File: src/rtl/core/gifd_pkg.sv
// Shared types and constants of the GIF LZW pixel decoder.
`default_nettype none
package gifd_pkg;

  // Code table geometry and entry layout: length [31:20], prefix [19:8], suffix [7:0].
  localparam int TBL_AW = 12;
  localparam int TBL_DEPTH = 4096;
  localparam int ENT_W = 32;
  localparam logic [12:0] TBL_FULL = 13'h1000;
  localparam logic [11:0] NO_PREFIX = 12'hFFF;
  localparam logic [11:0] LEN_MAX = 12'hFFF;
  localparam logic [3:0] MAX_WIDTH = 4'd12;

  // Result status codes.
  typedef enum logic [2:0] {
    ST_TAKEN   = 3'd0,
    ST_REFUSED = 3'd1,
    ST_PIXEL   = 3'd2,
    ST_NEED    = 3'd3,
    ST_DONE    = 3'd4,
    ST_BAD     = 3'd5
  } status_e;

  // Configuration register indexes.
  typedef enum logic [2:0] {
    CFG_MIN_CODE_SIZE = 3'd0,
    CFG_FRAME_WIDTH   = 3'd1,
    CFG_FRAME_HEIGHT  = 3'd2,
    CFG_FRAME_LEFT    = 3'd3,
    CFG_FRAME_TOP     = 3'd4,
    CFG_INTERLACED    = 3'd5
  } cfg_idx_e;

  // Decoding phase that persists between pulls.
  typedef enum logic [2:0] {
    PH_FIRST = 3'd0,
    PH_TOP   = 3'd1,
    PH_READ  = 3'd2,
    PH_WALK  = 3'd3,
    PH_DONE  = 3'd4,
    PH_BAD   = 3'd5
  } phase_e;

  // Sequencer states of the controller.
  typedef enum logic [2:0] {
    C_IDLE = 3'd0,
    C_STEP = 3'd1,
    C_LOOK = 3'd2,
    C_PIX  = 3'd3,
    C_DIV  = 3'd4,
    C_OUT  = 3'd5
  } ctrl_state_e;

  // Commands from the controller to the datapath.
  typedef struct packed {
    logic    push;
    logic    first;
    logic    rd_step;
    logic    key_take;
    logic    set_prev;
    logic    tbl_clear;
    logic    tbl_add;
    logic    key_accept;
    logic    walk_step;
    logic    walk_end;
    logic    xy_dec;
    logic    div_start;
    logic    xy_div;
    logic    res_load;
    status_e res_status;
  } cmd_t;

  // Status from the datapath to the controller.
  typedef struct packed {
    logic held_v;
    logic rd_stall;
    logic rd_end;
    logic key_rdy;
    logic k_clear;
    logic k_stop;
    logic k_ge_cnt;
    logic off_full;
    logic prev_clear;
    logic tbl_full;
    logic chain_zero;
    logic pix_ok;
    logic xy_fast;
    logic div_done;
  } stat_t;

endpackage
`default_nettype wire

File: src/rtl/core/gifd_ctrl.sv
// Controller: handshake, decoding phase and step sequencing.
`default_nettype none
module gifd_ctrl (
  input  wire logic           clk_i,
  input  wire logic           rst_ni,
  input  wire logic           s_valid_i,
  input  wire logic           s_cmd_i,
  output logic                s_ready_o,
  output logic                m_valid_o,
  input  wire logic           m_ready_i,
  input  wire gifd_pkg::stat_t stat_i,
  output gifd_pkg::cmd_t      cmd_o
);

  gifd_pkg::ctrl_state_e state_q, state_d;
  gifd_pkg::phase_e      phase_q, phase_d;
  logic                  out_valid_q, out_valid_d;
  logic                  accept;

  assign s_ready_o = (state_q == gifd_pkg::C_IDLE) && !out_valid_q;
  assign m_valid_o = out_valid_q;
  assign accept    = s_valid_i && s_ready_o;

  // State registers.
  always_ff @(posedge clk_i or negedge rst_ni) begin
    if (!rst_ni) begin
      state_q     <= gifd_pkg::C_IDLE;
      phase_q     <= gifd_pkg::PH_FIRST;
      out_valid_q <= 1'b0;
    end else begin
      state_q     <= state_d;
      phase_q     <= phase_d;
      out_valid_q <= out_valid_d;
    end
  end

  // Next state and commands.
  always_comb begin
    state_d = state_q;
    phase_d = phase_q;
    cmd_o   = '0;
    cmd_o.res_status = gifd_pkg::ST_TAKEN;

    unique case (state_q)
      gifd_pkg::C_IDLE: begin
        if (accept) begin
          if (s_cmd_i) begin
            state_d = gifd_pkg::C_STEP;
          end else begin
            cmd_o.res_load = 1'b1;
            if (stat_i.held_v || phase_q == gifd_pkg::PH_DONE ||
                phase_q == gifd_pkg::PH_BAD) begin
              cmd_o.res_status = gifd_pkg::ST_REFUSED;
            end else begin
              cmd_o.push = 1'b1;
            end
          end
        end
      end
      gifd_pkg::C_STEP: begin
        unique case (phase_q)
          gifd_pkg::PH_FIRST: begin
            cmd_o.first = 1'b1;
            if (stat_i.key_rdy) begin
              cmd_o.key_take = 1'b1;
              if (stat_i.k_stop) begin
                phase_d = gifd_pkg::PH_DONE;
              end else begin
                cmd_o.set_prev = 1'b1;
                phase_d = gifd_pkg::PH_TOP;
              end
            end else if (stat_i.rd_stall) begin
              cmd_o.res_load   = 1'b1;
              cmd_o.res_status = gifd_pkg::ST_NEED;
              state_d = gifd_pkg::C_IDLE;
            end else begin
              cmd_o.rd_step = 1'b1;
              if (stat_i.rd_end) begin
                phase_d = gifd_pkg::PH_DONE;
              end
            end
          end
          gifd_pkg::PH_TOP: begin
            priority if (stat_i.off_full) begin
              phase_d = gifd_pkg::PH_DONE;
            end else if (stat_i.prev_clear) begin
              cmd_o.tbl_clear = 1'b1;
              phase_d = gifd_pkg::PH_READ;
            end else begin
              cmd_o.tbl_add = !stat_i.tbl_full;
              phase_d = gifd_pkg::PH_READ;
            end
          end
          gifd_pkg::PH_READ: begin
            if (stat_i.key_rdy) begin
              cmd_o.key_take = 1'b1;
              priority if (stat_i.k_clear) begin
                cmd_o.set_prev = 1'b1;
                phase_d = gifd_pkg::PH_TOP;
              end else if (stat_i.k_stop) begin
                phase_d = gifd_pkg::PH_DONE;
              end else if (stat_i.k_ge_cnt) begin
                phase_d = gifd_pkg::PH_BAD;
              end else begin
                cmd_o.key_accept = 1'b1;
                phase_d = gifd_pkg::PH_WALK;
                state_d = gifd_pkg::C_LOOK;
              end
            end else if (stat_i.rd_stall) begin
              cmd_o.res_load   = 1'b1;
              cmd_o.res_status = gifd_pkg::ST_NEED;
              state_d = gifd_pkg::C_IDLE;
            end else begin
              cmd_o.rd_step = 1'b1;
              if (stat_i.rd_end) begin
                phase_d = gifd_pkg::PH_DONE;
              end
            end
          end
          gifd_pkg::PH_WALK: begin
            if (stat_i.chain_zero) begin
              cmd_o.walk_end = 1'b1;
              phase_d = gifd_pkg::PH_TOP;
            end else begin
              cmd_o.walk_step = 1'b1;
              state_d = gifd_pkg::C_PIX;
            end
          end
          gifd_pkg::PH_DONE: begin
            cmd_o.res_load   = 1'b1;
            cmd_o.res_status = gifd_pkg::ST_DONE;
            state_d = gifd_pkg::C_IDLE;
          end
          default: begin
            cmd_o.res_load   = 1'b1;
            cmd_o.res_status = gifd_pkg::ST_BAD;
            phase_d = gifd_pkg::PH_BAD;
            state_d = gifd_pkg::C_IDLE;
          end
        endcase
      end
      gifd_pkg::C_LOOK: begin
        state_d = gifd_pkg::C_STEP;
      end
      gifd_pkg::C_PIX: begin
        priority if (!stat_i.pix_ok) begin
          state_d = gifd_pkg::C_STEP;
        end else if (stat_i.xy_fast) begin
          cmd_o.xy_dec = 1'b1;
          state_d = gifd_pkg::C_OUT;
        end else begin
          cmd_o.div_start = 1'b1;
          state_d = gifd_pkg::C_DIV;
        end
      end
      gifd_pkg::C_DIV: begin
        if (stat_i.div_done) begin
          cmd_o.xy_div = 1'b1;
          state_d = gifd_pkg::C_OUT;
        end
      end
      gifd_pkg::C_OUT: begin
        cmd_o.res_load   = 1'b1;
        cmd_o.res_status = gifd_pkg::ST_PIXEL;
        state_d = gifd_pkg::C_IDLE;
      end
      default: begin
        state_d = gifd_pkg::C_IDLE;
      end
    endcase

    // Output register occupancy.
    out_valid_d = out_valid_q;
    if (out_valid_q && m_ready_i) begin
      out_valid_d = 1'b0;
    end
    if (cmd_o.res_load) begin
      out_valid_d = 1'b1;
    end
  end

endmodule
`default_nettype wire

File: config.mk
export PLATFORM = sky130hd
export DESIGN_NAME = gifd_ctrl
export DESIGN_NICKNAME = d
export VERILOG_FILES = /design/src/rtl/core/gifd_pkg.sv /design/src/rtl/core/gifd_ctrl.sv
export SDC_FILE = /design/constraint.sdc
export NUM_CORES = 1
export LEC_CHECK = 0
export BUFFER_PORTS_ARGS = -buffer_cell sky130_fd_sc_hd__buf_2
export CELL_PAD_IN_SITES_DETAIL_PLACEMENT = 1
export CELL_PAD_IN_SITES_GLOBAL_PLACEMENT = 2
export CORE_ASPECT_RATIO = 0.8
export CORE_MARGIN = 8
export CORE_UTILIZATION = 25
export CTS_CLUSTER_SIZE = 8
export DETAILED_ROUTE_END_ITERATION = 8
export PLACE_DENSITY = 0.92
export REMOVE_ABC_BUFFERS = 1
export SLEW_MARGIN = 40
export SYNTH_ARGS = -nofsm -noshare
export SYNTH_HDL_FRONTEND = slang
export SYNTH_SLANG_ARGS = --single-unit
File: constraint.sdc
create_clock -name clk_i -period 4.4 [get_ports clk_i]
set_input_delay 0.44 -clock clk_i [delete_from_list [all_inputs] [get_ports clk_i]]
set_output_delay 0.44 -clock clk_i [all_outputs]
set_load 0.005 [all_outputs]
==> out/results.tsv <==
stage	metric	value	unit
power	Leakage	0.487	nW
grt	initial antenna violation count	0	
timing	Tmin final	2250	ps
grt	GRT overflow	0	
cts	H-tree levels	1	
power	peak supply drop	0.000196	V
cells_and_area	most frequent cells in the layout	37 x buf_2, 11 x nand2_1, 11 x o21ai_0	
cells_and_area	Post-layout nets	155	
synth	sequential area share after synthesis	0.230	
hold_path	HP Class	in -> async	
routing	Antenna Violating Nets Remaining	0	
placed_design	GP Congestion	0.862	
worst_setup_path	crit path capture type	output port	
cells_and_area	Fillers	396	
synth	mapped cell area	762	um2
cells_and_area	share of layout cells above drive strength 1	0.370	
timing	Fmax	445	MHz
placed_design	Port-buffer cells	37	
cells_and_area	register area	175	um2
cells_and_area	n_diodes	0	
cts	hold_buf cts	0	
worst_setup_path	CP Class	reg -> out	
run_status	status	finished, final reports clean	
timing	clock skew	3.13	ps
timing	slew margin rel.	0.667	
cts	worst skew pair latency	230	ps
worst_setup_path	Max stage delay on crit path	550	ps
cts	clock tree sinks	7	
cells_and_area	Non-Filler Instances	175	
die	Ports	38	
grt	Total GRT Usage	0.107	
die	Die W	77.7	um
cts	root buffer cell	clkbuf_8	
routing	Vias per Instance	5.02	
grt	pin count of the biggest net entering global routing	17	
die	Rows	18	
grt	first-pass GRT wire length	4380	um
worst_setup_path	Critical Path AT	1810	ps
timing	Period Utilization, post-route	0.511	
routing	Iter 0 DRT Violations	25	
cts	CTS Buf Count	3	
worst_setup_path	CP Data Required Time	3960	ps
cells_and_area	Multi-input gate area	517	um2
cts	post-CTS sizing	0	
timing	RSZ-0062 raised after global routing	no	
synth	Post-Synthesis Mean Instance Area	7.47	um2
cts	CTS tree	done	
synth	Seq cells post-synth	7	
routing	Pre-antenna DRT Iters	4	
worst_setup_path	Cell Chain, Critical Path	nor4b_2 > and3_1 > nor2b_1 > buf_2	
synth	Post-synth EDFFs	0	
grt	number of global-route vias before repair	893	
timing	Fin. Hold Viols	0	
timing	Worst-Margin Slew	499	ps
synth	Post-synth ARST share	1.00	
timing	endpoints failing setup	0	
routing	DRC	0	
cells_and_area	Area Growth Syn to Fin	30.0	%
placed_design	placed cell count	171	
worst_setup_path	Slowest-stage cell, CP	dfrtp_1	
cells_and_area	most common cell after layout, fill and taps aside	buf_2	
timing	setup TNS	0	ps
worst_setup_path	CP Max Fanout	12	
timing	fin. max-slew vios	0	
power	PwrDens	416	nW/um2
routing	routed via count	878	
synth	yosys warns	0	
die	starting density of the core	0.254	
die	chip height	65.4	um
placed_design	DP Wirelength	2160	um
die	core area	3000	um2
cts	Setup Buffers After CTS	0	
routing	final WL	2670	um
cts	Clock transition at path regs	40	ps
worst_setup_path	crit start category	register	
synth	top_reg_cell synth	dfrtp_1	
die	die area	5080	um2
routing	routed len/inst	15.2	um
synth	synth unique cells	37	
synth	Synth Instances	102	
flow_run	Max Cap Violations	0	
cts	Clock Tree Buf Depth	2	
-- per-stage QoR --
step | power [W] | util | instance area [um2] | hold slack, ps | worst slack, ps
after floorplan | 0.000243 | - | 711 | 144 | 2640
after global placement | 0.000316 | 0.316 | 946 | 288 | 2460
after detailed placement | 0.000322 | 0.316 | 946 | 294 | 2390
after CTS | 0.000420 | 0.331 | 991 | 42.2 | 2130
after global routing | 0.000452 | 0.331 | 991 | 52.0 | 2020
final | 0.000412 | 0.331 | 991 | 40.6 | 2150
-- path summary, 6_finish.rpt --
check | startpoint | end | slack [ps] | cells after the start
setup reg to reg | state_q[2] | state_q[1] | 2710 | 4
max in group asynchronous | rst_ni | phase_q[2] | 4190 | 1
setup / recovery | state_q[2] | cmd_o[8] | 2150 | 4
min in group clk_i | m_ready_i | m_valid_o | 470 | 3
hold reg to reg | m_valid_o | m_valid_o | 570 | 1
hold / removal | rst_ni | state_q[0] | 40 | 1
-- cell usage after synthesis, types with 2 or more instances --
library cell  instances  share of area
a21oi_1               7          0.046
nor3_1                6          0.039
nor2b_1               3          0.025
nor2_1                8          0.039
and2_1                3          0.025
nand2b_1              3          0.025
a31oi_1               3          0.025
and3_1                3          0.025
buf_4                 2          0.020
o22ai_1               2          0.016
o21ai_0              11          0.072
a21o_1                3          0.030
dfrtp_1               7           0.23
nand2_1              11          0.054
inv_1                 5          0.025
buf_2                 4          0.026
-- flip-flops by register name (all words and copies together), names as in the netlist --
signal     flops
m_valid_o      1
phase_q        3
state_q        3
-- power by group --
group | leakage (nW) | total [W] | internal (W) | switching, W
Clock | 0.0228 | 0.0000950 | 0.0000630 | 0.0000320
Sequential | 0.0870 | 0.000130 | 0.0000806 | 0.0000492
Combinational | 0.377 | 0.000187 | 0.0000922 | 0.0000951
Total | 0.487 | 0.000412 | 0.000236 | 0.000176
-- critical path, delay by kind of cell (launching register included) --
kind	cells	cell delay, ps
DFF	1	550
buffers and inverters	1	120
and+or+nand+nor	3	910
-- layer usage --
layer	track usage	share of wire
met5	0	0
met4	0.0352	0.015
met3	0.0450	0.058
met2	0.180	0.49
met1	0.121	0.44
-- layout make-up --
| type | instances | area share |
|---|---|---|
| repair buffers | 37 | 0.187 |
| clock buffers | 4 | 0.0455 |
| flip-flops and latches | 7 | 0.177 |
| multi-input cells | 82 | 0.521 |
| well taps | 40 | 0.0505 |
| inverters | 5 | 0.0189 |
-- logic make-up (layout without fill, tap and decap cells) --
kind of cell           after synthesis  count (layout)  synth area share
AO/OA/AOI/OAI                       33              33             0.271
buffers and inverters               13              46            0.0919
flip-flops                           7               7             0.230
multiplexers                         1               1            0.0148
AND/OR/NAND/NOR                     48              48             0.392
(Power assumes the default switching activity.)
